--- src/rtl/core/pfa_pkg.sv ---
// Package with payload types, configuration codes and controller states of the allocator.
package pfa_pkg;

	// Widths of the transaction fields.
	localparam int unsigned INDEX_W   = 4;
	localparam int unsigned VALUE_W   = 16;
	localparam int unsigned CFG_IDX_W = 2;
	localparam int unsigned CFG_DAT_W = 5;
	localparam int unsigned MODE_W    = 2;
	localparam int unsigned COUNT_W   = 5;

	// Item kinds.
	localparam logic OP_LOAD    = 1'b0;
	localparam logic OP_REQUEST = 1'b1;

	// Placement policies; the unused code behaves as best fit.
	localparam logic [MODE_W-1:0] MODE_BEST  = 2'd0;
	localparam logic [MODE_W-1:0] MODE_FIRST = 2'd1;
	localparam logic [MODE_W-1:0] MODE_WORST = 2'd2;

	// Configuration register indexes.
	localparam logic [CFG_IDX_W-1:0] CFG_FIT_MODE    = 2'd0;
	localparam logic [CFG_IDX_W-1:0] CFG_BLOCK_COUNT = 2'd1;

	// Reset values of the configuration registers.
	localparam logic [MODE_W-1:0]  FIT_MODE_RESET    = MODE_BEST;
	localparam logic [COUNT_W-1:0] BLOCK_COUNT_RESET = 5'd16;

	typedef struct packed {
		logic               op;
		logic [INDEX_W-1:0] load_index;
		logic [VALUE_W-1:0] size_value;
	} in_t;

	typedef struct packed {
		logic               granted;
		logic [INDEX_W-1:0] block_index;
		logic [VALUE_W-1:0] space_before;
		logic [VALUE_W-1:0] space_after;
	} out_t;

	typedef enum logic [2:0] {
		ST_IDLE = 3'b001,
		ST_SCAN = 3'b010,
		ST_WAIT = 3'b100
	} state_t;

endpackage

--- src/rtl/core/pfa_cell.sv ---
// One partition cell: holds the free space of one partition and passes the search token on.
module pfa_cell import pfa_pkg::*; #(
	parameter int unsigned CELL_INDEX = 0,
	parameter int unsigned IDX_W      = 4,
	parameter int unsigned SIZE_W     = 16
) (
	input  logic               clk,
	input  logic               arst_n,
	input  logic [MODE_W-1:0]  fit_mode,
	input  logic [COUNT_W-1:0] block_count,
	input  logic               wr_en,
	input  logic [IDX_W-1:0]   wr_idx,
	input  logic [SIZE_W-1:0]  wr_data,
	input  logic               tok_in_valid,
	input  logic               tok_in_found,
	input  logic [IDX_W-1:0]   tok_in_idx,
	input  logic [SIZE_W-1:0]  tok_in_space,
	input  logic [SIZE_W-1:0]  tok_in_size,
	output logic               tok_out_valid,
	output logic               tok_out_found,
	output logic [IDX_W-1:0]   tok_out_idx,
	output logic [SIZE_W-1:0]  tok_out_space,
	output logic [SIZE_W-1:0]  tok_out_size
);

	localparam logic [8:0]       POS    = 9'(CELL_INDEX);
	localparam logic [IDX_W-1:0] MY_IDX = IDX_W'(CELL_INDEX);

	logic [SIZE_W-1:0] entry_q;
	logic              valid_q;
	logic              found_q;
	logic [IDX_W-1:0]  idx_q;
	logic [SIZE_W-1:0] space_q;
	logic [SIZE_W-1:0] size_q;
	logic              active;
	logic              fits;
	logic              better;
	logic              take;

	// Free space store of this partition.
	always_ff @(posedge clk) begin
		if (wr_en && (wr_idx == MY_IDX)) begin
			entry_q <= wr_data;
		end
	end

	// Decide whether this partition replaces the candidate carried by the token.
	always_comb begin
		active = (9'(block_count) > POS);
		fits   = (entry_q >= tok_in_size);
		if (fit_mode == MODE_WORST) begin
			better = (entry_q > tok_in_space);
		end else begin
			better = (entry_q < tok_in_space);
		end
		take = tok_in_valid && active && fits &&
			(!tok_in_found || ((fit_mode != MODE_FIRST) && better));
	end

	// Token valid flag.
	always_ff @(posedge clk or negedge arst_n) begin
		if (!arst_n) begin
			valid_q <= 1'b0;
		end else begin
			valid_q <= tok_in_valid;
		end
	end

	// Token payload handed to the next cell.
	always_ff @(posedge clk) begin
		size_q <= tok_in_size;
		if (take) begin
			found_q <= 1'b1;
			idx_q   <= MY_IDX;
			space_q <= entry_q;
		end else begin
			found_q <= tok_in_found;
			idx_q   <= tok_in_idx;
			space_q <= tok_in_space;
		end
	end

	assign tok_out_valid = valid_q;
	assign tok_out_found = found_q;
	assign tok_out_idx   = idx_q;
	assign tok_out_space = space_q;
	assign tok_out_size  = size_q;

endmodule

--- src/rtl/core/partition_fit_allocator_core.sv ---
// Fixed-partition allocator: free space table in a chain of cells with first, best and worst fit.
//
// Usage:
//   The input channel (in_valid, in_stall, in_data) takes load and request transactions.
//   A load writes one partition's size in the cycle it is accepted and returns nothing.
//   A request sends a search token down the row of NUM_BLOCKS cells, one cell per cycle;
//   each cell compares its stored free space against the token's current candidate.
//   When the token leaves the last cell, the chosen entry is reduced by the request size
//   and one result transaction is loaded into the output register.
//   A request's result is registered once its token has crossed the last cell, and a new
//   transaction is taken in the cycle after the result is registered, so requests do not
//   overlap; loads are taken one per cycle while no request is in flight.
//   The output register (out_valid, out_stall, out_data) holds a result while stalled;
//   a following load is still accepted, and a following request finishes its scan and
//   then waits, keeping its result and write-back until the output register is free.
//   Configuration (cfg_valid, cfg_ready, cfg_index, cfg_data) is always ready and must
//   be written only while no request is in flight.
//   Reset clears the control state and sets best fit with sixteen partitions; the free
//   space table is undefined until each entry is loaded.
module partition_fit_allocator_core import pfa_pkg::*; #(
	parameter int unsigned NUM_BLOCKS = 16,
	parameter int unsigned SIZE_BITS  = 16
) (
	input  logic                 clk,
	input  logic                 arst_n,
	input  logic                 in_valid,
	output logic                 in_stall,
	input  in_t                  in_data,
	output logic                 out_valid,
	input  logic                 out_stall,
	output out_t                 out_data,
	input  logic                 cfg_valid,
	output logic                 cfg_ready,
	input  logic [CFG_IDX_W-1:0] cfg_index,
	input  logic [CFG_DAT_W-1:0] cfg_data
);

	localparam int unsigned IDX_W  = (NUM_BLOCKS > 1) ? $clog2(NUM_BLOCKS) : 1;
	localparam int unsigned SIZE_W = SIZE_BITS;

	state_t             state_q;
	logic [MODE_W-1:0]  fit_mode_q;
	logic [COUNT_W-1:0] block_count_q;

	// Token signals along the chain; element zero is the injected token.
	logic [NUM_BLOCKS:0] tv;
	logic [NUM_BLOCKS:0] tf;
	logic [IDX_W-1:0]    ti [NUM_BLOCKS+1];
	logic [SIZE_W-1:0]   tsp [NUM_BLOCKS+1];
	logic [SIZE_W-1:0]   tsz [NUM_BLOCKS+1];

	logic              in_accept;
	logic              req_accept;
	logic              load_accept;
	logic [8:0]        load_idx_ext;
	logic              load_in_range;
	logic [SIZE_W-1:0] in_size;

	logic              res_found_q;
	logic [IDX_W-1:0]  res_idx_q;
	logic [SIZE_W-1:0] res_space_q;
	logic [SIZE_W-1:0] res_size_q;

	logic              src_found;
	logic [IDX_W-1:0]  src_idx;
	logic [SIZE_W-1:0] src_space;
	logic [SIZE_W-1:0] src_size;
	logic [SIZE_W-1:0] src_after;
	logic              out_free;
	logic              finish;
	logic              emit;

	logic              wr_en;
	logic [IDX_W-1:0]  wr_idx;
	logic [SIZE_W-1:0] wr_data;

	logic              out_valid_q;
	out_t              out_data_q;
	out_t              result;

	// Input handshake and decoding.
	always_comb begin
		in_stall      = (state_q != ST_IDLE);
		in_accept     = in_valid && !in_stall;
		req_accept    = in_accept && (in_data.op == OP_REQUEST);
		load_accept   = in_accept && (in_data.op == OP_LOAD);
		load_idx_ext  = 9'(in_data.load_index);
		load_in_range = (load_idx_ext < 9'(NUM_BLOCKS));
		in_size       = SIZE_W'(32'(in_data.size_value));
	end

	// Configuration registers.
	assign cfg_ready = 1'b1;

	always_ff @(posedge clk or negedge arst_n) begin
		if (!arst_n) begin
			fit_mode_q    <= FIT_MODE_RESET;
			block_count_q <= BLOCK_COUNT_RESET;
		end else if (cfg_valid && cfg_ready) begin
			unique case (cfg_index)
				CFG_FIT_MODE:    fit_mode_q    <= cfg_data[MODE_W-1:0];
				CFG_BLOCK_COUNT: block_count_q <= cfg_data[COUNT_W-1:0];
				default: ;
			endcase
		end
	end

	// Fresh token entering the first cell.
	always_comb begin
		tv[0]  = req_accept;
		tf[0]  = 1'b0;
		ti[0]  = '0;
		tsp[0] = '0;
		tsz[0] = in_size;
	end

	// Row of partition cells.
	for (genvar g = 0; g < NUM_BLOCKS; g++) begin : g_cell
		pfa_cell #(
			.CELL_INDEX(g),
			.IDX_W     (IDX_W),
			.SIZE_W    (SIZE_W)
		) u_cell (
			.clk          (clk),
			.arst_n       (arst_n),
			.fit_mode     (fit_mode_q),
			.block_count  (block_count_q),
			.wr_en        (wr_en),
			.wr_idx       (wr_idx),
			.wr_data      (wr_data),
			.tok_in_valid (tv[g]),
			.tok_in_found (tf[g]),
			.tok_in_idx   (ti[g]),
			.tok_in_space (tsp[g]),
			.tok_in_size  (tsz[g]),
			.tok_out_valid(tv[g+1]),
			.tok_out_found(tf[g+1]),
			.tok_out_idx  (ti[g+1]),
			.tok_out_space(tsp[g+1]),
			.tok_out_size (tsz[g+1])
		);
	end

	// Finished search: from the chain's tail, or from the holding register while waiting.
	always_comb begin
		out_free = !out_valid_q || !out_stall;
		finish   = (state_q == ST_SCAN) && tv[NUM_BLOCKS];
		emit     = out_free && (finish || (state_q == ST_WAIT));
		if (state_q == ST_WAIT) begin
			src_found = res_found_q;
			src_idx   = res_idx_q;
			src_space = res_space_q;
			src_size  = res_size_q;
		end else begin
			src_found = tf[NUM_BLOCKS];
			src_idx   = ti[NUM_BLOCKS];
			src_space = tsp[NUM_BLOCKS];
			src_size  = tsz[NUM_BLOCKS];
		end
		src_after = src_space - src_size;
	end

	// Result transaction; a refused request reports zeros.
	always_comb begin
		result = '0;
		if (src_found) begin
			result.granted      = 1'b1;
			result.block_index  = INDEX_W'(src_idx);
			result.space_before = VALUE_W'(32'(src_space));
			result.space_after  = VALUE_W'(32'(src_after));
		end
	end

	// Shared write port: write-back of a grant, otherwise a load.
	always_comb begin
		if (emit) begin
			wr_en   = src_found;
			wr_idx  = src_idx;
			wr_data = src_after;
		end else begin
			wr_en   = load_accept && load_in_range;
			wr_idx  = load_idx_ext[IDX_W-1:0];
			wr_data = in_size;
		end
	end

	// Sequencer.
	always_ff @(posedge clk or negedge arst_n) begin
		if (!arst_n) begin
			state_q <= ST_IDLE;
		end else begin
			unique case (state_q)
				ST_IDLE: begin
					if (req_accept) begin
						state_q <= ST_SCAN;
					end
				end
				ST_SCAN: begin
					if (finish) begin
						state_q <= out_free ? ST_IDLE : ST_WAIT;
					end
				end
				ST_WAIT: begin
					if (out_free) begin
						state_q <= ST_IDLE;
					end
				end
				default: state_q <= ST_IDLE;
			endcase
		end
	end

	// Holds a finished search while the output register is occupied.
	always_ff @(posedge clk) begin
		if (finish && !out_free) begin
			res_found_q <= tf[NUM_BLOCKS];
			res_idx_q   <= ti[NUM_BLOCKS];
			res_space_q <= tsp[NUM_BLOCKS];
			res_size_q  <= tsz[NUM_BLOCKS];
		end
	end

	// Output register.
	always_ff @(posedge clk or negedge arst_n) begin
		if (!arst_n) begin
			out_valid_q <= 1'b0;
		end else if (emit) begin
			out_valid_q <= 1'b1;
		end else if (!out_stall) begin
			out_valid_q <= 1'b0;
		end
	end

	always_ff @(posedge clk) begin
		if (emit) begin
			out_data_q <= result;
		end
	end

	assign out_valid = out_valid_q;
	assign out_data  = out_data_q;

	// At most one search token is in the chain.
	a_one_token: assert property (@(posedge clk) disable iff (!arst_n)
		$onehot0(tv[NUM_BLOCKS:1]))
		else $error("more than one search token in the cell chain");

	// A token only leaves the chain while a scan is running.
	a_tail_in_scan: assert property (@(posedge clk) disable iff (!arst_n)
		tv[NUM_BLOCKS] |-> (state_q == ST_SCAN))
		else $error("search token reached the tail outside a scan");

	// A request arriving at the head reaches the tail, moving on by one cell per cycle.
	a_scan_length: assert property (@(posedge clk) disable iff (!arst_n)
		req_accept |-> ##(NUM_BLOCKS) tv[NUM_BLOCKS])
		else $error("search token did not cross the chain in time");

	// A refused request carries zero fields.
	a_refused_zero: assert property (@(posedge clk) disable iff (!arst_n)
		(out_valid_q && !out_data_q.granted) |->
		((out_data_q.block_index == '0) && (out_data_q.space_before == '0) &&
		 (out_data_q.space_after == '0)))
		else $error("refused result has nonzero fields");

	// A grant never leaves more space than it started with.
	a_grant_shrinks: assert property (@(posedge clk) disable iff (!arst_n)
		(out_valid_q && out_data_q.granted) |->
		(out_data_q.space_after <= out_data_q.space_before))
		else $error("granted result grew the free space");

endmodule

--- config.mk ---
export PLATFORM = sky130hd
export DESIGN_NAME = partition_fit_allocator_core
export DESIGN_NICKNAME = d
export VERILOG_FILES = /design/src/rtl/core/pfa_pkg.sv /design/src/rtl/core/pfa_cell.sv /design/src/rtl/core/partition_fit_allocator_core.sv
export SDC_FILE = /design/constraint.sdc
export NUM_CORES = 2
export LEC_CHECK = 0
export BUFFER_PORTS_ARGS = -buffer_cell sky130_fd_sc_hd__buf_2
export CORE_MARGIN = 2
export CORE_UTILIZATION = 64
export DETAILED_ROUTE_END_ITERATION = 7
export GPL_TIMING_DRIVEN = 0
export PLACE_DENSITY = 0.81
export SETUP_SLACK_MARGIN = 0.2
export SLEW_MARGIN = 5
export SYNTH_ARGS = -nofsm -noshare
export SYNTH_HDL_FRONTEND = slang
export SYNTH_HIERARCHICAL = 1
export SYNTH_SLANG_ARGS = --single-unit
--- constraint.sdc ---
create_clock -name clk -period 5 [get_ports clk]
set_clock_uncertainty 0.2 [all_clocks]
set_input_delay 0.25 -clock clk [delete_from_list [all_inputs] [get_ports clk]]
set_output_delay 0.25 -clock clk [all_outputs]
set_load 0.02 [all_outputs]
==> report_table.html <==
<table>
<tr><th>Metric</th><th>Value</th></tr>
<tr><th colspan="2">Outcome</th></tr>
<tr><td>Outcome</td><td>complete, no violations</td></tr>
<tr><th colspan="2">Cells and area</th></tr>
<tr><td>Final cell count without fillers</td><td>between 5000 and 6000</td></tr>
<tr><td>Layout Utilization</td><td>around 73%</td></tr>
<tr><td>Layout net count</td><td>roughly 5400</td></tr>
<tr><td>Total area of sequential cells</td><td>around 22000 um^2</td></tr>
<tr><td>Final non-filler cell area</td><td>between 50000 and 60000 um^2</td></tr>
<tr><td>Share of final-layout standard cells stronger than drive strength 1</td><td>roughly 14%</td></tr>
<tr><td>Area growth from synthesis to layout</td><td>12.5%</td></tr>
<tr><td>Number of fill cells</td><td>~5000</td></tr>
<tr><td>Combined area of the multi-input logic cells</td><td>roughly 23000 um^2</td></tr>
<tr><th colspan="2">Setup path</th></tr>
<tr><td>Launching element of the worst setup path</td><td>state_q[2]</td></tr>
<tr><td>Cell depth of the worst flop-to-flop path</td><td>16</td></tr>
<tr><td>Critical path class</td><td>reg -&gt; reg</td></tr>
<tr><td>CP startpoint kind</td><td>register</td></tr>
<tr><td>Worst EP required</td><td>roughly 5.3 ns</td></tr>
<tr><td>Crit Reg-Reg Startpoint</td><td>state_q[2]</td></tr>
<tr><td>Register-to-register path setup slack</td><td>roughly 0.35 ns</td></tr>
<tr><td>Data arrival, critical path</td><td>a little under 5 ns</td></tr>
<tr><td>Worst Setup End Kind</td><td>register</td></tr>
<tr><td>Terminus of the critical flop-to-flop path</td><td>g_cell[10].u_cell/entry_q[14]</td></tr>
<tr><td>Max FO, Critical Path</td><td>10</td></tr>
<tr><th colspan="2">Power</th></tr>
<tr><td>Peak supply drop</td><td>roughly 300 uV</td></tr>
<tr><td>Static power due to leakage</td><td>24.8 nW</td></tr>
<tr><td>Internal Power</td><td>approximately 15 mW</td></tr>
<tr><td>Relative contribution of sequential cells to total power</td><td>a little over two fifths</td></tr>
<tr><td>Fraction of power spent switching nets</td><td>between 20 and 30%</td></tr>
<tr><td>Ratio of total power to cell area</td><td>387 nW/um^2</td></tr>
<tr><td>Relative contribution of combinational cells to total power</td><td>a little over a fifth</td></tr>
<tr><td>Clock power share</td><td>34.9%</td></tr>
<tr><td>Net switching power</td><td>between 6 and 7 mW</td></tr>
<tr><td>Pwr Total</td><td>about 21 mW</td></tr>
<tr><th colspan="2">Timing</th></tr>
<tr><td>Worst rel slew slack</td><td>a little over a third</td></tr>
<tr><td>Final setup TNS</td><td>0 ns</td></tr>
<tr><td>Final worst-path cycle share</td><td>between 90% and 100%</td></tr>
<tr><td>Max Fclk</td><td>around 210 MHz</td></tr>
<tr><td>Final setup violation count</td><td>0</td></tr>
<tr><td>Worst Tran Pin Value</td><td>between 0.9 and 1 ns</td></tr>
<tr><td>Max Transition Viols Final</td><td>0</td></tr>
<tr><td>Shortest clock period the worst path allows after layout</td><td>4.65 ns</td></tr>
<tr><td>RSZ-0062 raised after global routing</td><td>no</td></tr>
<tr><td>Endpoints failing hold</td><td>0</td></tr>
<tr><th colspan="2">Global route</th></tr>
<tr><td>Global routing usage summed across all routing layers</td><td>33.1%</td></tr>
<tr><td>Wire length of the first global-routing pass</td><td>201000 um</td></tr>
<tr><td>Antenna violations before repair</td><td>6</td></tr>
<tr><td>Pin count of the biggest net entering global routing</td><td>38</td></tr>
<tr><td>Remaining Overflow, GRT</td><td>0</td></tr>
<tr><td>Via count of the first global-routing pass</td><td>~36000</td></tr>
<tr><th colspan="2">Drt</th></tr>
<tr><td>Routed Antenna Nets</td><td>0</td></tr>
<tr><td>DRC violation count after routing</td><td>0</td></tr>
<tr><td>Vias per cell</td><td>6.17</td></tr>
<tr><td>Drt first pass iters</td><td>6</td></tr>
<tr><td>Detailed Route Iter0 Violations</td><td>approximately 3800</td></tr>
<tr><td>Routed wire per std cell</td><td>~22 um</td></tr>
<tr><td>Routed wire length</td><td>~130000 um</td></tr>
<tr><td>Detailed-route via count</td><td>36600</td></tr>
<tr><th colspan="2">Worst hold path</th></tr>
<tr><td>Startpoint of the most critical hold path</td><td>in_data[14]</td></tr>
<tr><td>Worst Hold Path EP</td><td>g_cell[0].u_cell/tok_out_size[14]</td></tr>
<tr><td>Min-Delay Path Depth</td><td>2</td></tr>
<tr><td>Min-delay worst type</td><td>in -&gt; reg</td></tr>
<tr><th colspan="2">Logic synthesis</th></tr>
<tr><td>Most area-consuming cells after synthesis</td><td>sky130_fd_sc_hd__dfxtp_1 (25%), sky130_fd_sc_hd__edfxtp_1 (20%), sky130_fd_sc_hd__ha_1 (14%), sky130_fd_sc_hd__nand3_1 (4.9%), sky130_fd_sc_hd__inv_1 (4.2%)</td></tr>
<tr><td>Number of synthesized flops with an enable pin</td><td>between 300 and 400</td></tr>
<tr><td>Number of synthesized register bits</td><td>about 950</td></tr>
<tr><td>Netlist area before placement</td><td>roughly 48000 um^2</td></tr>
<tr><td>Yosys warning count</td><td>6</td></tr>
<tr><td>Ys async rst share</td><td>between 2 and 3%</td></tr>
<tr><td>Synthesized instance count</td><td>4610</td></tr>
<tr><td>Average cell area after synthesis</td><td>10.5 um^2</td></tr>
<tr><td>Fraction of the yosys area taken by sequential cells</td><td>a little under half</td></tr>
<tr><td>Cell with the most instances after synthesis</td><td>sky130_fd_sc_hd__dfxtp_1</td></tr>
<tr><td>Most area-hungry cell type in the Yosys netlist</td><td>sky130_fd_sc_hd__dfxtp_1</td></tr>
<tr><td>Top cell type's share of synthesized area</td><td>24.5%</td></tr>
<tr><td>Count of distinct cell types in the synthesized netlist</td><td>a little over 90</td></tr>
<tr><td>Most frequent cells after synthesis</td><td>sky130_fd_sc_hd__dfxtp_1 (592), sky130_fd_sc_hd__inv_1 (536), sky130_fd_sc_hd__ha_1 (527), sky130_fd_sc_hd__nand3_1 (473), sky130_fd_sc_hd__edfxtp_1 (330)</td></tr>
<tr><td>Top_reg_cell synth</td><td>sky130_fd_sc_hd__dfxtp_1</td></tr>
<tr><th colspan="2">Place</th></tr>
<tr><td>Cell area after placement</td><td>about 50000 um^2</td></tr>
<tr><td>Number of instances in the placed design</td><td>around 5700</td></tr>
<tr><td>Final weighted congestion in routability-driven placement</td><td>a little over 0.9</td></tr>
<tr><td>Port-buffer cells</td><td>71</td></tr>
<tr><td>Detailed placer's ending HPWL</td><td>between 90000 and 100000 um</td></tr>
<tr><th colspan="2">Clock network</th></tr>
<tr><td>Largest buffer count on any clock path</td><td>3</td></tr>
<tr><td>Total clock sinks</td><td>~950</td></tr>
<tr><td>Later-pin clock latency in the skew report</td><td>between 0.6 and 0.7 ns</td></tr>
<tr><td>H-tree level count</td><td>3</td></tr>
<tr><td>Clock slew at the register clock pins of the worst setup and hold paths</td><td>about 0.060 ns</td></tr>
<tr><td>Number of clock buffers inserted by TritonCTS</td><td>96</td></tr>
<tr><td>Clock root cell</td><td>sky130_fd_sc_hd__clkbuf_16</td></tr>
<tr><td>TritonCTS clock tree</td><td>yes</td></tr>
<tr><th colspan="2">Die</th></tr>
<tr><td>Die width</td><td>279 um</td></tr>
<tr><td>Initial cell density of the core</td><td>roughly two thirds</td></tr>
<tr><td>Die area</td><td>between 70000 and 80000 um^2</td></tr>
<tr><td>Ports placed on the boundary</td><td>73</td></tr>
<tr><td>Die Y</td><td>approximately 280 um</td></tr>
<tr><td>Core footprint</td><td>about 75000 um^2</td></tr>
<tr><td>Number of core rows</td><td>100</td></tr>
<tr><th colspan="2">Run</th></tr>
<tr><td>Max Cap Violations</td><td>0</td></tr>
</table>
## cell families after synthesis
| logic type | share of synthesized area, % |
|---|---|
| simple gates | 11.7 |
| flops | 46.4 |
| compound gates | 13.2 |
| buf+inv | 6.50 |
| fa+ha+maj | 13.7 |
| mux | 7.96 |
| xor+xnor | 0.543 |
| other cells | 0.0155 |
## area by class of cell
| type | instances | share of cell area, % |
|---|---|---|
| Multi-Input combinational cell | 2971 | 42.5 |
| Sequential cell | 949 | 41.3 |
| Clock buffer | 135 | 5.16 |
| Inverter | 537 | 3.71 |
| Tap cell | 969 | 2.23 |
| Timing Repair Buffer | 133 | 2.17 |
| Buffer | 191 | 2.07 |
| Clock inverter | 47 | 0.867 |
| Antenna cell | 5 | 0.0230 |
## layer usage
layer / track usage, % / routed length [um] / up-vias
li1: - / - / 17000
met4: 12.7 / 5080 / 10
met1: 44.4 / 54800 / 17600
met3: 5.32 / 9730 / 372
met5: 0 / 67 / -
met2: 54.1 / 60700 / 1652
## power by group through the flow
stage / sequential [mW] / combinational, mW / clock, mW
global route: 9.28 / 4.92 / 7.73
floorplan: 9.09 / 3.36 / 0
finish: 9.23 / 4.49 / 7.34
global placement: 9.37 / 4.07 / 0
CTS: 9.20 / 4.39 / 7.42
detailed placement: 9.36 / 4.31 / 0
## registers in the layout, indices dropped and copies added, names as in the netlist
register / count
g_cell.u_cell/tok_out_idx: 64
g_cell.u_cell/tok_out_size: 256
state_q: 3
res_idx_q: 4
res_found_q: 1
g_cell.u_cell/tok_out_valid: 16
g_cell.u_cell/tok_out_space: 256
res_size_q: 16
g_cell.u_cell/tok_out_found: 16
res_space_q: 16
out_valid: 1
fit_mode_q: 2
out_data: 37
block_count_q: 5
g_cell.u_cell/entry_q: 256
## worst max-delay path by stage
stage | to | cells after the start
after detailed placement | g_cell[8].u_cell/entry_q[14] | 16
after CTS | g_cell[7].u_cell/entry_q[10] | 16
final | g_cell[10].u_cell/entry_q[14] | 16
after floorplan | g_cell[11].u_cell/entry_q[0] | 7
after global routing | g_cell[10].u_cell/entry_q[14] | 16
after global placement | g_cell[8].u_cell/entry_q[11] | 13
## critical path: stages (launching register included)
cell and delay [ns]:
sky130_fd_sc_hd__dfrtp_1 0.42, sky130_fd_sc_hd__nor2b_4 0.19, sky130_fd_sc_hd__and2b_4 0.21, sky130_fd_sc_hd__buf_6 0.18
sky130_fd_sc_hd__buf_6 0.20, sky130_fd_sc_hd__buf_12 0.18, sky130_fd_sc_hd__mux2i_1 0.34, sky130_fd_sc_hd__ha_1 0.22
sky130_fd_sc_hd__inv_1 0.05, sky130_fd_sc_hd__fa_1 0.40, sky130_fd_sc_hd__a21o_2 0.27, sky130_fd_sc_hd__a31oi_4 0.24
sky130_fd_sc_hd__nor4b_2 0.09, sky130_fd_sc_hd__o22ai_1 0.25, sky130_fd_sc_hd__xor2_2 0.19, sky130_fd_sc_hd__o21ai_4 0.60
sky130_fd_sc_hd__buf_16 0.23
## timing repair
action,CTS,global route
endpoints found under the hold margin,67,0
resized for setup,0,2
endpoints found under the setup margin,0,17
setup buffers,0,1
hold buffers,34,0
## placed cells by master, fill, tap and decap left out, drive strengths merged, types with 11 or more instances in the layout
master,synthesis,routed
mux2,231,231
clkbuf,102,237
edfxtp,330,330
a211oi,31,31
a221o,11,11
o311ai,12,12
inv,537,546
nand2,237,237
dfrtp,25,25
o21a,35,35
clkinv,0,29
buf,89,189
o211ai,184,184
nand2b,30,30
o21bai,26,26
nor2b,21,21
a21oi,229,229
nand3,473,473
a31o,13,13
nand4,59,59
o21ai,274,274
a211o,32,32
or2,22,22
nor2,202,202
nor3,14,14
dfxtp,592,592
conb,2,40
and2,19,19
dlygate4sd3,0,33
ha,527,527
mux2i,80,80
nor4,23,23
xor2,20,20
or3,11,11
a21o,25,25
## through the flow
| stage | worst slack (ns) | hold slack [ns] |
|---|---|---|
| after floorplan | 0.567 | -0.246 |
| after global placement | -3.18 | 0.114 |
| after detailed placement | 0.374 | 0.123 |
| after CTS | 0.324 | 0.0583 |
| after global routing | 0.215 | 0.0844 |
| final | 0.346 | 0.0886 |
No activity file was read; power rests on OpenSTA's default activity.
